### config.mk
export PLATFORM = sky130hd
export DESIGN_NAME = lcd_scanline_mode_timer
export DESIGN_NICKNAME = d
export VERILOG_FILES = /design/src/sv/lst_pkg.sv /design/src/sv/lst_step.sv /design/src/sv/lcd_scanline_mode_timer.sv
export SDC_FILE = /design/constraint.sdc
export NUM_CORES = 1
export LEC_CHECK = 0
export BUFFER_PORTS_ARGS = -buffer_cell sky130_fd_sc_hd__buf_2
export CAP_MARGIN = 40
export CELL_PAD_IN_SITES_DETAIL_PLACEMENT = 1
export CELL_PAD_IN_SITES_GLOBAL_PLACEMENT = 1
export CORE_MARGIN = 2
export CORE_UTILIZATION = 28
export CTS_CLUSTER_DIAMETER = 100
export DETAILED_ROUTE_END_ITERATION = 16
export GPL_TIMING_DRIVEN = 0
export PLACE_DENSITY_LB_ADDON = 0.05
export SYNTH_ARGS = -nofsm -noshare
export SYNTH_HDL_FRONTEND = slang
export SYNTH_HIERARCHICAL = 1
export SYNTH_SLANG_ARGS = --single-unit
### constraint.sdc
create_clock -name clk_i -period 4.2 [get_ports clk_i]
set_input_delay 0.42 -clock clk_i [delete_from_list [all_inputs] [get_ports clk_i]]
set_output_delay 0.42 -clock clk_i [all_outputs]
set_load 0.1 [all_outputs]
### src/sv/lst_pkg.sv
`timescale 1ns / 1ps
// ----------------------------------------------------------------------------
// lst_pkg: shared types for the LCD scanline mode timer
// Mode codes, register indexes and the structs passed between modules.
// ----------------------------------------------------------------------------
package lst_pkg;

  localparam int unsigned CountW = 10;
  localparam int unsigned LineW  = 8;

  typedef enum logic [1:0] {
    MODE_HBLANK = 2'd0,
    MODE_VBLANK = 2'd1,
    MODE_OAM    = 2'd2,
    MODE_XFER   = 2'd3
  } lst_mode_e;

  typedef enum logic [1:0] {
    REG_HBLANK_IRQ_EN = 2'd0,
    REG_VBLANK_IRQ_EN = 2'd1,
    REG_OAM_IRQ_EN    = 2'd2,
    REG_COIN_IRQ_EN   = 2'd3
  } lst_reg_e;

  typedef struct packed {
    lst_mode_e          mode;
    logic [CountW-1:0]  count;
    logic [LineW-1:0]   line;
    logic               coin;
  } lst_state_t;

  typedef struct packed {
    logic coin;
    logic oam;
    logic vblank;
    logic hblank;
  } lst_irq_en_t;

  typedef struct packed {
    logic vblank_req;
    logic lcd_req;
    logic render;
    logic frame;
  } lst_flags_t;

endpackage

### src/sv/lst_step.sv
`timescale 1ns / 1ps
// ----------------------------------------------------------------------------
// lst_step: next-state logic for one tick
// Adds the elapsed cycles, takes at most one mode step and checks coincidence.
// ----------------------------------------------------------------------------
module lst_step #(
  parameter int unsigned OAM_CYCLES         = 80,
  parameter int unsigned TRANSFER_CYCLES    = 172,
  parameter int unsigned HBLANK_CYCLES      = 204,
  parameter int unsigned VBLANK_LINE_CYCLES = 456,
  parameter int unsigned VISIBLE_LINES      = 144,
  parameter int unsigned LAST_LINE          = 153
) (
  input  lst_pkg::lst_state_t  state_i,
  input  lst_pkg::lst_irq_en_t irq_en_i,
  input  logic [5:0]           elapsed_i,
  input  logic                 enable_i,
  input  logic [7:0]           compare_i,
  output lst_pkg::lst_state_t  state_o,
  output lst_pkg::lst_flags_t  flags_o
);

  localparam int unsigned CW = lst_pkg::CountW;
  localparam int unsigned LW = lst_pkg::LineW;
  localparam logic [CW-1:0] OamThr    = CW'(OAM_CYCLES);
  localparam logic [CW-1:0] XferThr   = CW'(TRANSFER_CYCLES);
  localparam logic [CW-1:0] HblankThr = CW'(HBLANK_CYCLES);
  localparam logic [CW-1:0] VblankThr = CW'(VBLANK_LINE_CYCLES);
  localparam logic [LW:0]   VisLines  = (LW+1)'(VISIBLE_LINES);
  localparam logic [LW:0]   LastLine  = (LW+1)'(LAST_LINE);

  logic [CW:0]   sum;
  logic [CW-1:0] count_sat;
  logic [LW:0]   line_inc;

  assign sum       = {1'b0, state_i.count} + {{(CW-5){1'b0}}, elapsed_i};
  assign count_sat = sum[CW] ? {CW{1'b1}} : sum[CW-1:0];
  assign line_inc  = {1'b0, state_i.line} + {{LW{1'b0}}, 1'b1};

  always_comb begin
    state_o = state_i;
    flags_o = '0;
    if (enable_i) begin
      state_o.count = count_sat;
      case (state_i.mode)
        lst_pkg::MODE_OAM: begin
          if (count_sat >= OamThr) begin
            state_o.count = '0;
            state_o.mode  = lst_pkg::MODE_XFER;
          end
        end
        lst_pkg::MODE_XFER: begin
          if (count_sat >= XferThr) begin
            state_o.count   = '0;
            state_o.mode    = lst_pkg::MODE_HBLANK;
            flags_o.render  = 1'b1;
            flags_o.lcd_req = irq_en_i.hblank;
          end
        end
        lst_pkg::MODE_HBLANK: begin
          if (count_sat >= HblankThr) begin
            state_o.count = '0;
            state_o.line  = line_inc[LW-1:0];
            if (line_inc == VisLines) begin
              state_o.mode       = lst_pkg::MODE_VBLANK;
              flags_o.frame      = 1'b1;
              flags_o.vblank_req = 1'b1;
              flags_o.lcd_req    = irq_en_i.vblank;
            end else begin
              state_o.mode    = lst_pkg::MODE_OAM;
              flags_o.lcd_req = irq_en_i.oam;
            end
          end
        end
        default: begin
          if (count_sat >= VblankThr) begin
            state_o.count = '0;
            if (line_inc > LastLine) begin
              // Frame wraps; the line compare below then sees line 0.
              state_o.line    = '0;
              state_o.mode    = lst_pkg::MODE_OAM;
              flags_o.lcd_req = irq_en_i.oam;
            end else begin
              state_o.line = line_inc[LW-1:0];
            end
          end
        end
      endcase
      state_o.coin = (state_o.line == compare_i);
      if (state_o.coin && irq_en_i.coin) begin
        flags_o.lcd_req = 1'b1;
      end
    end
  end

endmodule

### src/sv/lcd_scanline_mode_timer.sv
`timescale 1ns / 1ps
// ----------------------------------------------------------------------------
// lcd_scanline_mode_timer: LCD scanline mode and line timing
// Steps OAM search, pixel transfer, hblank and vblank per tick, and gives
// the status byte, interrupt requests and render/frame pulses.
// ----------------------------------------------------------------------------
//  Channel  Signals                                     Direction
//  -------  ------------------------------------------  ---------
//  tick     in_valid_i/in_ready_o + 3 fields             in
//  result   out_valid_o/out_ready_i + 8 fields           out
//  config   cfg_we_i, cfg_index_i, cfg_data_i            in
//
// One tick per cycle unless stalled; its result appears in the next cycle.
// The timing state updates at the input transfer, the result sits in the
// output register. A stalled output only blocks input when it is full and
// not being taken. Reset: vblank mode, line 0, counter 0, enables off.
// ----------------------------------------------------------------------------
module lcd_scanline_mode_timer #(
  parameter int unsigned OAM_CYCLES         = 80,
  parameter int unsigned TRANSFER_CYCLES    = 172,
  parameter int unsigned HBLANK_CYCLES      = 204,
  parameter int unsigned VBLANK_LINE_CYCLES = 456,
  parameter int unsigned VISIBLE_LINES      = 144,
  parameter int unsigned LAST_LINE          = 153
) (
  input  logic       clk_i,
  input  logic       rst_ni,
  input  logic       cfg_we_i,
  input  logic [1:0] cfg_index_i,
  input  logic       cfg_data_i,
  input  logic       in_valid_i,
  output logic       in_ready_o,
  input  logic [5:0] elapsed_cycles_i,
  input  logic       lcd_enable_i,
  input  logic [7:0] line_compare_i,
  output logic       out_valid_o,
  input  logic       out_ready_i,
  output logic [1:0] mode_o,
  output logic [7:0] line_o,
  output logic       coincidence_o,
  output logic [6:0] status_byte_o,
  output logic       vblank_request_o,
  output logic       lcd_request_o,
  output logic       line_render_start_o,
  output logic       frame_done_o
);

  lst_pkg::lst_irq_en_t irq_en_q;
  lst_pkg::lst_state_t  state_q, state_d;
  lst_pkg::lst_flags_t  flags_d, flags_q;
  logic                 out_valid_q;
  logic                 in_xfer;

  assign in_ready_o = !out_valid_q || out_ready_i;
  assign in_xfer    = in_valid_i && in_ready_o;

  always_ff @(posedge clk_i or negedge rst_ni) begin
    if (!rst_ni) begin
      irq_en_q <= '0;
    end else if (cfg_we_i) begin
      case (cfg_index_i)
        lst_pkg::REG_HBLANK_IRQ_EN: irq_en_q.hblank <= cfg_data_i;
        lst_pkg::REG_VBLANK_IRQ_EN: irq_en_q.vblank <= cfg_data_i;
        lst_pkg::REG_OAM_IRQ_EN:    irq_en_q.oam    <= cfg_data_i;
        lst_pkg::REG_COIN_IRQ_EN:   irq_en_q.coin   <= cfg_data_i;
        default: ;
      endcase
    end
  end

  lst_step #(
    .OAM_CYCLES        (OAM_CYCLES),
    .TRANSFER_CYCLES   (TRANSFER_CYCLES),
    .HBLANK_CYCLES     (HBLANK_CYCLES),
    .VBLANK_LINE_CYCLES(VBLANK_LINE_CYCLES),
    .VISIBLE_LINES     (VISIBLE_LINES),
    .LAST_LINE         (LAST_LINE)
  ) u_step (
    .state_i  (state_q),
    .irq_en_i (irq_en_q),
    .elapsed_i(elapsed_cycles_i),
    .enable_i (lcd_enable_i),
    .compare_i(line_compare_i),
    .state_o  (state_d),
    .flags_o  (flags_d)
  );

  always_ff @(posedge clk_i or negedge rst_ni) begin
    if (!rst_ni) begin
      state_q.mode  <= lst_pkg::MODE_VBLANK;
      state_q.count <= '0;
      state_q.line  <= '0;
      state_q.coin  <= 1'b0;
      out_valid_q   <= 1'b0;
    end else begin
      if (in_xfer) begin
        state_q <= state_d;
      end
      if (in_xfer) begin
        out_valid_q <= 1'b1;
      end else if (out_ready_i) begin
        out_valid_q <= 1'b0;
      end
    end
  end

  // Result payload flags; the mode, line and coin fields mirror state_q.
  always_ff @(posedge clk_i) begin
    if (in_xfer) begin
      flags_q <= flags_d;
    end
  end

  assign out_valid_o         = out_valid_q;
  assign mode_o              = state_q.mode;
  assign line_o              = state_q.line;
  assign coincidence_o       = state_q.coin;
  assign status_byte_o       = {irq_en_q.coin, irq_en_q.oam, irq_en_q.vblank,
                                irq_en_q.hblank, state_q.coin, state_q.mode};
  assign vblank_request_o    = flags_q.vblank_req;
  assign lcd_request_o       = flags_q.lcd_req;
  assign line_render_start_o = flags_q.render;
  assign frame_done_o        = flags_q.frame;

endmodule

==> qor.txt, run 1 <==
CLOCK TREE
-------------------------------------------------------------------------------------
Clock-pin slew of the registers on the worst-case setup and hold paths          70 ps
Root buffer cell                                                         sky130_fd_sc_hd__clkbuf_8
Later-pin clock latency in the skew report                                     290 ps
Number of buffers on the longest clock path                                         2
H-tree levels                                                                       2
CTS tree                                                                         done
Hold-fix buffers, CTS                                                               0
Cts bufs inserted                                                                   5
Count of clock tree sinks                                                          30

FLOORPLANNING
-------------------------------------------------------------------------------------
I/O pin cnt                                                                        47
Die area                                                                  12,000 um^2
Die Span X                                                                   109.5 um
Placeable Area                                                            10,840 um^2
Floorplan die height                                                         109.5 um
Effective utilization at floorplan                                             28.76%
Number of placement rows                                                           38

ROUTING
-------------------------------------------------------------------------------------
Routed vias/inst                                                                5.280
Wire length per cell after detailed routing                                  17.76 um
Number of routed nets with antenna violations                                       0
Total number of vias                                                            2,978
Initial DRC count                                                                 106
Detailed Route WL                                                            10.02 mm
DR pass1 iterations                                                                 4
# DRC                                                                               0

GLOBAL ROUTE
-------------------------------------------------------------------------------------
GRT met1 Usage                                                                 25.61%
Remaining global-route overflow                                                     0
Antenna violations before repair                                                    0
First-pass GRT wire length                                                   16.11 mm
Grt peak-use layer                                                               met2
Largest net degree at the start of global routing                                  27
Global router's overall resource usage                                         17.43%
Global routing met3 resource utilization                                       2.667%
Via count of the first global-routing pass                                      2,996
Met2 track demand over resource                                                26.98%

TIMING
-------------------------------------------------------------------------------------
Number of setup violations in the final report                                      0
Worst Setup Slack, final                                                     166.5 ps
Hold Fails Final Rpt                                                                0
Actual slew at the worst max-slew pin                                        705.4 ps
Number of pins exceeding their max-slew limit in the final report                   0
Unrepaired setup endpoints after global routing                                 false
Post-Route Setup TNS                                                             0 ps
Time the worst path needs with I/O delays and setup                           4033 ps
Upper clock frequency limit                                                 247.9 MHz
Rel. slew slack                                                                52.97%
Share of the clock period used by the worst path                               96.03%
Clock skew                                                                   7.280 ps

SYNTH
-------------------------------------------------------------------------------------
Proportion of synthesized chip area in sequential cells                        24.76%
Register bit total from synthesis                                                  30
Most area-hungry cell type in the Yosys netlist                          sky130_fd_sc_hd__dfrtp_1
Fraction of synthesis flops using an asynchronous set or reset pin             86.67%
Average cell area after synthesis                                          8.542 um^2
Combined area of all synthesized cells                                      3118 um^2
Yosys cell types                                                                   67
Post-synth EDFFs                                                                    4
Post-synthesis net count                                                          398
Cells taking the most area after synthesis                               sky130_fd_sc_hd__dfrtp_1, sky130_fd_sc_hd__mux2_4, sky130_fd_sc_hd__o21ai_0, sky130_fd_sc_hd__edfxtp_1, sky130_fd_sc_hd__ha_1
Cells after Synth                                                                 365
Ranking of synthesized cells by instance count                           sky130_fd_sc_hd__nor2_1, sky130_fd_sc_hd__o21ai_0, sky130_fd_sc_hd__dfrtp_1, sky130_fd_sc_hd__a21oi_1, sky130_fd_sc_hd__mux2_4
Synth top area share                                                           20.06%
Number of warnings printed during yosys synthesis                                   6
Dominant register cell in the synthesized netlist                        sky130_fd_sc_hd__dfrtp_1

SETUP PATH
-------------------------------------------------------------------------------------
Delay-heaviest family, CP                                                simple AND/OR/NAND/NOR gates
Cell count of the worst reg-to-reg path                                            14
Critical path start-end classification                                     reg -> reg
R2R setup slack                                                                170 ps
CP max-delay cell                                                        sky130_fd_sc_hd__or4b_4
Critical-path maximum fanout                                                        8
Cell-by-cell trace of the critical path                                  ha_1, o21ai_1, or4b_4, nand3_2, nor4_1, or4b_4, and2_1, buf_6, nor4b_2, a211oi_1, a311oi_2, xnor2_1, a32o_1, mux2_4
Data arrival, critical path                                                   4210 ps
Crit-path max cell delay                                                       570 ps
Critical R2R Launch                                                       state_q[11]
Critical path endpoint category                                                  flop
Worst R2R End                                                            coincidence_o
Top cell by count, worst path                                            sky130_fd_sc_hd__or4b_4
Buffers plus inverters on the worst setup path                                      1
Crit path required time                                                       4380 ps
Sort of element at the start of the critical path                                flop

PLACE
-------------------------------------------------------------------------------------
Final Wtd Congestion                                                           0.8135
Quantity of I/O buffers inserted on ports                                          45
Pre-CTS worst setup slack                                                   -253.1 ps
Placed inst area                                                            3518 um^2
Detailed placement HPWL                                                      7.590 mm

MIN PATH
-------------------------------------------------------------------------------------
Class of the worst hold path                                              in -> async

FINISH
-------------------------------------------------------------------------------------
Final core area utilization                                                    34.90%
Net count of the finished layout                                                  456
Number of diodes                                                                    0
Area Overhead vs Synth                                                         21.35%
Share of cells above drive strength 1                                          33.02%
Final std cell area, no fill                                                3784 um^2
Filler Cells Inserted                                                           1,331

POWER
-------------------------------------------------------------------------------------
Internal                                                                   0.001071 W
Portion of total power attributed to combinational logic                        70.2%
Sequential cell fraction of total power                                         19.8%
NetSw                                                                      0.001283 W
Leakage                                                                      1.641 nW
Part of the total power dissipated in the clock network                         10.0%
Net switching fraction of the power                                            54.50%
Power density over the cells                                             622.2 nW/um^2
Maximum resistive drop on vdd                                               0.3468 mV

RUN
-------------------------------------------------------------------------------------
Max Cap Violations                                                                  0

RUN STATUS
-------------------------------------------------------------------------------------
Result of the run                                                        complete, no violations

==> per-layer routing <==
metal,vias up,wire (um)
met5,-,0
met4,0,81
met3,6,345
met2,53,4359
met1,1467,5231
li1,1452,-
==> state kept, by name, summed over array words and instances, names as in the netlist <==
name                 count
line_render_start_o      1
line_o                   8
coincidence_o            1
frame_done_o             1
mode_o                   2
out_valid_o              1
lcd_request_o            1
vblank_request_o         1
state_q                 10
status_byte_o            4
==> cell type report <==
class	count	area, um^2	area share [%]
Multi-Input combinational cell	282	2203	58.23
Sequential cell	30	772.0	20.40
Timing Repair Buffer	51	270.3	7.143
Buffer	35	214.0	5.655
Tap cell	140	175.2	4.630
Clock buffer	6	72.57	1.918
Inverter	18	67.56	1.786
Clock inverter	2	8.758	0.2315
==> cells by family after synthesis <==
family | Yosys count | share of synthesized area (%)
compound gates | 113 | 24.80
xor+xnor | 13 | 3.652
fa+ha+maj | 10 | 4.254
buf+inv | 53 | 9.029
flops | 30 | 24.76
mux | 28 | 12.32
simple gates | 118 | 21.19
==> through the flow <==
| stage | instances | power [W] | hold slack (ps) |
|---|---|---|---|
| floorplan | 365 | 0.001705 | 124.4 |
| global placement | 550 | 0.002008 | 487.5 |
| detailed placement | 550 | 0.002026 | 496.4 |
| CTS | 558 | 0.002294 | 182.9 |
| global route | 564 | 0.002542 | 209.3 |
| finish | 564 | 0.002354 | 149.7 |
==> worst register-to-register path, cell delays in order (launching register included) <==
cell and delay, ps:
sky130_fd_sc_hd__dfrtp_1 420, sky130_fd_sc_hd__ha_1 410, sky130_fd_sc_hd__o21ai_1 150, sky130_fd_sc_hd__or4b_4 520, sky130_fd_sc_hd__nand3_2 130, sky130_fd_sc_hd__nor4_1 80, sky130_fd_sc_hd__or4b_4 570, sky130_fd_sc_hd__and2_1 170
sky130_fd_sc_hd__buf_6 140, sky130_fd_sc_hd__nor4b_2 220, sky130_fd_sc_hd__a211oi_1 90, sky130_fd_sc_hd__a311oi_2 360, sky130_fd_sc_hd__xnor2_1 140, sky130_fd_sc_hd__a32o_1 270, sky130_fd_sc_hd__mux2_4 260
==> cells in the final DEF, fill, tap and decap left out, drive strengths merged, types with 5 or more instances in the layout <==
cell type	n
o21ai	32
mux2	26
a21o	7
a21oi	23
a211oi	6
clkbuf	18
nor2	26
buf	74
nand2b	5
o211ai	11
xnor2	9
inv	18
ha	9
dfrtp	25
and2	5
nor3	10
nand3	17
nand2	19
and3	11
==> worst max path at each step <==
| stage | from | to | cells past startpoint |
|---|---|---|---|
| final | state_q[11] | coincidence_o | 14 |
| after global routing | state_q[11] | coincidence_o | 14 |
| after CTS | state_q[9] | coincidence_o | 16 |
| after detailed placement | elapsed_cycles_i[0] | coincidence_o | 17 |
| after global placement | elapsed_cycles_i[0] | coincidence_o | 17 |
| after floorplan | elapsed_cycles_i[0] | coincidence_o | 16 |
==> power groups by stage <==
stage / Clock [W] / Combinational, W / Sequential [W]
global placement: 0 / 0.00154 / 0.000472
finish: 0.000236 / 0.00165 / 0.000466
CTS: 0.000249 / 0.00158 / 0.000468
detailed placement: 0 / 0.00155 / 0.000473
global route: 0.000261 / 0.00180 / 0.000484
floorplan: 0 / 0.00119 / 0.000514
==> what timing repair did <==
item	in CTS	in global routing
buffers inserted	0	6
pin swaps	1	9
endpoints found under the setup margin	2	2
resized for setup	8	18
Note: power is estimated with default switching activity, not from simulation.
==> run 2, diff against run 1 <==
==> constraint.sdc (replaced) <==
create_clock -name clk_i -period 4.2 [get_ports clk_i]
set_input_delay 0.84 -clock clk_i [delete_from_list [all_inputs] [get_ports clk_i]]
set_output_delay 0.84 -clock clk_i [all_outputs]
set_load 0.1 [all_outputs]
==> qor.txt, run 2 (synthesis gave the netlist of run 1 again) <==
FLOORPLANNING
-------------------------------------------------------------------------------------
Placeable Area                                                            10,840 um^2   unchanged
Effective utilization at floorplan                                             28.76%   unchanged
Number of placement rows                                                           38   unchanged
Die area                                                                  12,000 um^2   unchanged
Floorplan die height                                                         109.5 um   unchanged
Die Span X                                                                   109.5 um   unchanged
I/O pin cnt                                                                        47   unchanged

TIMING
-------------------------------------------------------------------------------------
Hold Fails Final Rpt                                                                0   unchanged
Clock skew                                                                   8.961 ps   +1.681 ps
Post-Route Setup TNS                                                             0 ps   unchanged
Upper clock frequency limit                                                 245.9 MHz   -0.82%
Number of setup violations in the final report                                      0   unchanged
Actual slew at the worst max-slew pin                                        671.4 ps   -34.08 ps
Share of the clock period used by the worst path                               96.82%   +0.79 points
Minimum hold slack                                                           507.4 ps   +357.7 ps
Rel. slew slack                                                                55.24%   +2.3 points
Time the worst path needs with I/O delays and setup                           4067 ps   +33.14 ps
Number of pins exceeding their max-slew limit in the final report                   0   unchanged

GLOBAL ROUTE
-------------------------------------------------------------------------------------
Global router's overall resource usage                                         17.51%   +0.073 points
Global routing met3 resource utilization                                       2.667%   unchanged
Antenna violations before repair                                                    0   unchanged
Remaining global-route overflow                                                     0   unchanged
Largest net degree at the start of global routing                                  27   unchanged
Met2 track demand over resource                                                27.51%   +0.53 points
Via count of the first global-routing pass                                      3,027   +1.0%
GRT met1 Usage                                                                 25.59%   -0.026 points
First-pass GRT wire length                                                   16.18 mm   +0.43%
Grt peak-use layer                                                               met2

ROUTING
-------------------------------------------------------------------------------------
# DRC                                                                               0   unchanged
DR pass1 iterations                                                                 4   unchanged
Wire length per cell after detailed routing                                  17.74 um   -0.12%
Detailed Route WL                                                            10.08 mm   +0.59%
Routed vias/inst                                                                5.283   about the same
Number of routed nets with antenna violations                                       0   unchanged
Initial DRC count                                                                  96   -9.4%
Total number of vias                                                            3,001   +0.77%

FINISH
-------------------------------------------------------------------------------------
Number of diodes                                                                    0   unchanged
Most common cell after layout, fill and taps aside                       sky130_fd_sc_hd__buf_2
Share of cells above drive strength 1                                          36.68%   +3.7 points
Net count of the finished layout                                                  460   +0.88%
Reg with most FFs                                                             state_q
Area Overhead vs Synth                                                         26.16%
Largest register FFs                                                               10   unchanged
Area of combinational cells with multiple inputs                            2327 um^2   +5.6%
Commonest cells after routing, fill and taps aside                       sky130_fd_sc_hd__buf_2, sky130_fd_sc_hd__buf_4, sky130_fd_sc_hd__dfrtp_1, sky130_fd_sc_hd__o21ai_0, sky130_fd_sc_hd__nor2_1
Filler Cells Inserted                                                           1,325   -0.45%
Final std cell area, no fill                                                3934 um^2   +4.0%
Area taken by flip-flops and latches                                       772.0 um^2   unchanged
Final core area utilization                                                    36.29%   +1.4 points

POWER
-------------------------------------------------------------------------------------
NetSw                                                                      0.001343 W   +4.7%
Overall power after layout                                                 0.002499 W   +6.2%
Net switching fraction of the power                                            53.75%   -0.75 points
Maximum resistive drop on vdd                                               0.3477 mV   +0.25%
Leakage                                                                      1.694 nW   +3.2%
Internal                                                                   0.001156 W   +7.9%
Portion of total power attributed to combinational logic                        71.7%   +1.5 points
Power density over the cells                                             635.3 nW/um^2   +2.1%
Part of the total power dissipated in the clock network                          9.4%   -0.6 points
Sequential cell fraction of total power                                         18.9%   -0.9 points

SETUP PATH
-------------------------------------------------------------------------------------
Critical R2R Launch                                                         line_o[1]
R2R setup slack                                                                310 ps   +140 ps
Critical path endpoint category                                                  flop
Timing startpoint of the critical path                                   elapsed_cycles_i[0]
Critical-path maximum fanout                                                        8   unchanged
Data arrival, critical path                                                   4240 ps   +30 ps
Worst R2R End                                                            coincidence_o
Sort of element at the start of the critical path                          input port
Critical path start-end classification                                      in -> reg
Cell count of the worst reg-to-reg path                                            13   -1
Capture point of the critical path                                       coincidence_o
Crit path required time                                                       4370 ps   about the same

CLOCK TREE
-------------------------------------------------------------------------------------
Hold-fix buffers, CTS                                                               0   unchanged
Number of buffers on the longest clock path                                         2   unchanged
CTS tree                                                                         done
Root buffer cell                                                         sky130_fd_sc_hd__clkbuf_8
Cts bufs inserted                                                                   5   unchanged
Later-pin clock latency in the skew report                                     290 ps   about the same
Count of clock tree sinks                                                          30   unchanged
H-tree levels                                                                       2   unchanged
Clock-pin slew of the registers on the worst-case setup and hold paths          70 ps   about the same

PLACE
-------------------------------------------------------------------------------------
Final Wtd Congestion                                                           0.8135   unchanged
Quantity of I/O buffers inserted on ports                                          45   unchanged
Detailed placement HPWL                                                      7.590 mm   unchanged
Placed inst area                                                            3518 um^2   unchanged

MIN PATH
-------------------------------------------------------------------------------------
Class of the worst hold path                                               reg -> reg

RUN STATUS
-------------------------------------------------------------------------------------
Result of the run                                                        complete, no violations

RUN
-------------------------------------------------------------------------------------
Max Cap Violations                                                                  0   unchanged

-- run 2: cell types whose count changed in the layout (fill, tap and decap cells not counted), sizes merged --
cell	change
buf	+4
-- run 2: routing by layer --
| layer | wire length, um | vias up | share of wire, % |
|---|---|---|---|
| li1 | - | 1459 | - |
| met1 | 5302 | 1499 | 53 |
| met2 | 4469 | 39 | 44 |
| met3 | 254 | 4 | 2.5 |
| met4 | 51 | 0 | 0.51 |
| met5 | 0 | - | 0 |
-- run 2: worst max-delay path, stage by stage --
cell                       delay (ps)
sky130_fd_sc_hd__buf_2            100
sky130_fd_sc_hd__ha_4             150
sky130_fd_sc_hd__inv_2             40
sky130_fd_sc_hd__fa_2             350
sky130_fd_sc_hd__nand2b_4         170
sky130_fd_sc_hd__a21o_4           240
sky130_fd_sc_hd__a21oi_4          150
sky130_fd_sc_hd__o22ai_2          100
sky130_fd_sc_hd__or4b_4           540
sky130_fd_sc_hd__and2_4           210
sky130_fd_sc_hd__nor4b_4          270
sky130_fd_sc_hd__a211oi_2          60
sky130_fd_sc_hd__a311oi_2         350
sky130_fd_sc_hd__xnor2_1          140
sky130_fd_sc_hd__a32o_1           260
sky130_fd_sc_hd__mux2_4           260
-- run 2: cell type report --
cell class,instances,area share [%]
inverters,18,1.718
plain buffers,34,5.153
clock inverters,2,0.2226
repair buffers,56,7.824
clock buffers,6,1.845
flip-flops and latches,30,19.62
well taps,140,4.453
multi-input cells,282,59.16
-- run 2: worst min path at each step --
stage,slack (ps),cells past startpoint,startpoint,to
global placement,490,1,state_q[18],state_q[18]
detailed placement,500,1,state_q[18],state_q[18]
global route,550,1,state_q[18],state_q[18]
finish,510,1,state_q[18],state_q[18]
CTS,520,1,state_q[18],state_q[18]
floorplan,480,1,state_q[18],state_q[18]
-- run 2: power groups by stage --
stage	logic [W]	registers [W]	clock network, W
5_1_grt	0.00194	0.000489	0.000261
2_1_floorplan	0.00119	0.000514	0
4_1_cts	0.00165	0.000468	0.000249
6_report	0.00179	0.000471	0.000235
3_3_place_gp	0.00154	0.000472	0
3_5_place_dp	0.00155	0.000473	0
-- run 2: what timing repair did --
| item | in CTS | in global routing |
|---|---|---|
| endpoints found under the setup margin | 5 | 4 |
| pin swaps | 6 | 18 |
| resized for setup | 20 | 27 |
| buffers inserted | 3 | 8 |
| gates cloned | 0 | 0 |
-- run 2: stage by stage --
stage | worst slack [ps] | cells
after floorplan | 10.43 | 365
after global placement | -695.6 | 550
after detailed placement | -673.1 | 550
after CTS | 10.85 | 561
after global routing | -17.11 | 568
final | 133.4 | 568
==> run 3, diff against run 2 <==
--- a/config.mk
+++ b/config.mk
@@ -10,7 +10,7 @@
 export CELL_PAD_IN_SITES_DETAIL_PLACEMENT = 1
 export CELL_PAD_IN_SITES_GLOBAL_PLACEMENT = 1
 export CORE_MARGIN = 2
-export CORE_UTILIZATION = 28
+export CORE_UTILIZATION = 44
 export CTS_CLUSTER_DIAMETER = 100
 export DETAILED_ROUTE_END_ITERATION = 16
 export GPL_TIMING_DRIVEN = 0
==> qor.txt, run 3 (synthesis gave the netlist of run 1 again) <==
FINISH
-------------------------------------------------------------------------------------
Share of cells above drive strength 1                                          39.13%   +2.4 points
Non-Filler Instances                                                              533   -6.2%
Net count of the finished layout                                                  469   +2.0%
Reg with most FFs                                                             state_q
Area taken by flip-flops and latches                                       772.0 um^2   unchanged
Area Overhead vs Synth                                                         27.77%
Final core area utilization                                                    58.32%   +22 points
Largest register FFs                                                               10   unchanged
Most common cell after layout, fill and taps aside                       sky130_fd_sc_hd__buf_2
Number of diodes                                                                    0   unchanged
Filler Cells Inserted                                                             843   -36%
Area of combinational cells with multiple inputs                            2318 um^2   -0.38%
Commonest cells after routing, fill and taps aside                       sky130_fd_sc_hd__buf_2, sky130_fd_sc_hd__buf_4, sky130_fd_sc_hd__dfrtp_1, sky130_fd_sc_hd__o21ai_0, sky130_fd_sc_hd__nor2_1

FLOORPLANNING
-------------------------------------------------------------------------------------
Effective utilization at floorplan                                             45.64%   +17 points
Floorplan die height                                                         88.18 um   -19%
Die area                                                                    7776 um^2   -35%
Number of placement rows                                                           30   -21%
Placeable Area                                                              6832 um^2   -37%
I/O pin cnt                                                                        47   unchanged
Die Span X                                                                   88.18 um   -19%

ROUTING
-------------------------------------------------------------------------------------
Initial DRC count                                                                 176   +83%
Number of routed nets with antenna violations                                       0   unchanged
Total number of vias                                                            3,090   +3.0%
Detailed Route WL                                                            10.07 mm   about the same
DR pass1 iterations                                                                 4   unchanged
# DRC                                                                               0   unchanged
Routed vias/inst                                                                5.797   +9.7%
Wire length per cell after detailed routing                                  18.90 um   +6.5%

MIN PATH
-------------------------------------------------------------------------------------
Hold Path Cell Cnt                                                                  1   unchanged
Worst Hold Path EP                                                        state_q[18]
Class of the worst hold path                                               reg -> reg
Hold Crit Start                                                           state_q[18]

TIMING
-------------------------------------------------------------------------------------
Upper clock frequency limit                                                 242.1 MHz   -1.5%
Worst Setup Slack, final                                                     70.20 ps   -63.19 ps
Time the worst path needs with I/O delays and setup                           4130 ps   +63.19 ps
Clock skew                                                                   13.21 ps   +4.245 ps
Number of pins exceeding their max-slew limit in the final report                   0   unchanged
Share of the clock period used by the worst path                               98.33%   +1.5 points
Hold Fails Final Rpt                                                                0   unchanged
Number of setup violations in the final report                                      0   unchanged
Actual slew at the worst max-slew pin                                        684.8 ps   +13.43 ps
Rel. slew slack                                                                54.35%   -0.90 points

GLOBAL ROUTE
-------------------------------------------------------------------------------------
Global router's overall resource usage                                         26.19%   +8.7 points
Remaining global-route overflow                                                     0   unchanged
First-pass GRT wire length                                                   15.78 mm   -2.5%
Via count of the first global-routing pass                                      3,052   +0.83%
Antenna violations before repair                                                    0   unchanged
Largest net degree at the start of global routing                                  27   unchanged

PLACE
-------------------------------------------------------------------------------------
Quantity of I/O buffers inserted on ports                                          45   unchanged
Final Wtd Congestion                                                           0.8881   +9.2%
Detailed placement HPWL                                                      7.043 mm   -7.2%
Number of placed cells counting well taps                                         506   -8.0%
Pre-CTS worst setup slack                                                   -721.2 ps   -48.11 ps

SETUP PATH
-------------------------------------------------------------------------------------
Data arrival, critical path                                                   4300 ps   +60 ps
Sort of element at the start of the critical path                          input port
Crit path required time                                                       4370 ps   about the same
Worst R2R End                                                            coincidence_o
R2R setup slack                                                                230 ps   -80 ps
Critical path start-end classification                                      in -> reg
Critical R2R Launch                                                        state_q[9]
Cell count of the worst reg-to-reg path                                            16   +3
Critical-path maximum fanout                                                        5   -3
Critical path endpoint category                                                  flop

CLOCK TREE
-------------------------------------------------------------------------------------
H-tree levels                                                                       2   unchanged
CTS tree                                                                         done
Root buffer cell                                                         sky130_fd_sc_hd__clkbuf_8
Number of buffers on the longest clock path                                         2   unchanged
Clock-pin slew of the registers on the worst-case setup and hold paths          70 ps   about the same
Later-pin clock latency in the skew report                                     280 ps   about the same
Cts bufs inserted                                                                   5   unchanged
Count of clock tree sinks                                                          30   unchanged

POWER
-------------------------------------------------------------------------------------
Maximum resistive drop on vdd                                               0.3717 mV   +6.9%
Leakage                                                                      1.753 nW   +3.5%
Power density over the cells                                             656.1 nW/um^2   +3.3%
Overall power after layout                                                 0.002614 W   +4.6%

RUN
-------------------------------------------------------------------------------------
Max Cap Violations                                                                  0   unchanged

RUN STATUS
-------------------------------------------------------------------------------------
Result of the run                                                        complete, no violations

==> run 3: cell types whose count changed in the layout (fill, tap and decap cells not counted), moves of 2 or more <==
cell	delta
sky130_fd_sc_hd__o21ai_2	+2
sky130_fd_sc_hd__buf_4	+6
sky130_fd_sc_hd__buf_6	+4
sky130_fd_sc_hd__buf_2	-2
sky130_fd_sc_hd__o21ai_1	-2
==> run 3: report_power, final <==
| group | switching, W | leakage, nW | total (W) | internal, W |
|---|---|---|---|---|
| clock network | 0.000118 | 0.0472 | 0.000250 | 0.000132 |
| logic | 0.00116 | 1.34 | 0.00189 | 0.000730 |
| registers | 0.000105 | 0.369 | 0.000477 | 0.000372 |
==> run 3: per-layer routing <==
layer | vias to the layer above | global-route usage [%] | wire length, um
li1 | 1476 | - | -
met1 | 1532 | 37.06 | 4800
met2 | 74 | 42.24 | 4800
met3 | 8 | 4.807 | 397
met4 | 0 | 4.683 | 75
met5 | - | 0 | 0
==> run 3: repair_timing <==
item / in CTS / in global routing
gates resized for setup: 23 / 30
pin swaps: 7 / 24
hold buffers: 0 / 0
setup endpoints to repair: 3 / 3
setup buffers: 7 / 12
==> run 3: worst max-delay path, stage by stage <==
cell                       delay [ps]
sky130_fd_sc_hd__buf_6            100
sky130_fd_sc_hd__ha_4             150
sky130_fd_sc_hd__buf_6            110
sky130_fd_sc_hd__a211oi_4         330
sky130_fd_sc_hd__nor2_2            90
sky130_fd_sc_hd__xor2_2           350
sky130_fd_sc_hd__nor4_2           110
sky130_fd_sc_hd__or4b_4           610
sky130_fd_sc_hd__a21oi_4          300
sky130_fd_sc_hd__buf_4            200
sky130_fd_sc_hd__nor2_4            60
sky130_fd_sc_hd__a22oi_2          230
sky130_fd_sc_hd__xnor2_1          170
sky130_fd_sc_hd__nor3_2           110
sky130_fd_sc_hd__a32o_2           280
sky130_fd_sc_hd__mux2_4           260
==> run 3: how the worst max path moves through the flow <==
stage / startpoint / endpoint / slack, ps / cells after the start
after floorplan: elapsed_cycles_i[0] / coincidence_o / 10 / 16
after global placement: elapsed_cycles_i[0] / coincidence_o / -710 / 17
after detailed placement: elapsed_cycles_i[0] / coincidence_o / -720 / 16
after CTS: elapsed_cycles_i[1] / coincidence_o / 1 / 15
after global routing: elapsed_cycles_i[0] / coincidence_o / -30 / 15
final: elapsed_cycles_i[0] / coincidence_o / 70 / 16
==> run 3: per-stage QoR <==
step / area, um^2 / setup TNS [ps] / hold WS [ps]
floorplan: 3118 / 0 / 475.9
global placement: 3463 / -2755 / 487.6
detailed placement: 3463 / -4203 / 517.5
CTS: 3737 / 0 / 537.1
global route: 3984 / -34.45 / 559.2
finish: 3984 / 0 / 531.2
==> run 3: cell type report <==
cell class | count | share of cell area [%]
flip-flops and latches | 30 | 19.38
plain buffers | 35 | 5.433
repair buffers | 64 | 9.893
well taps | 96 | 3.015
multi-input cells | 282 | 58.20
clock buffers | 6 | 2.073
clock inverters | 2 | 0.3141
inverters | 18 | 1.696
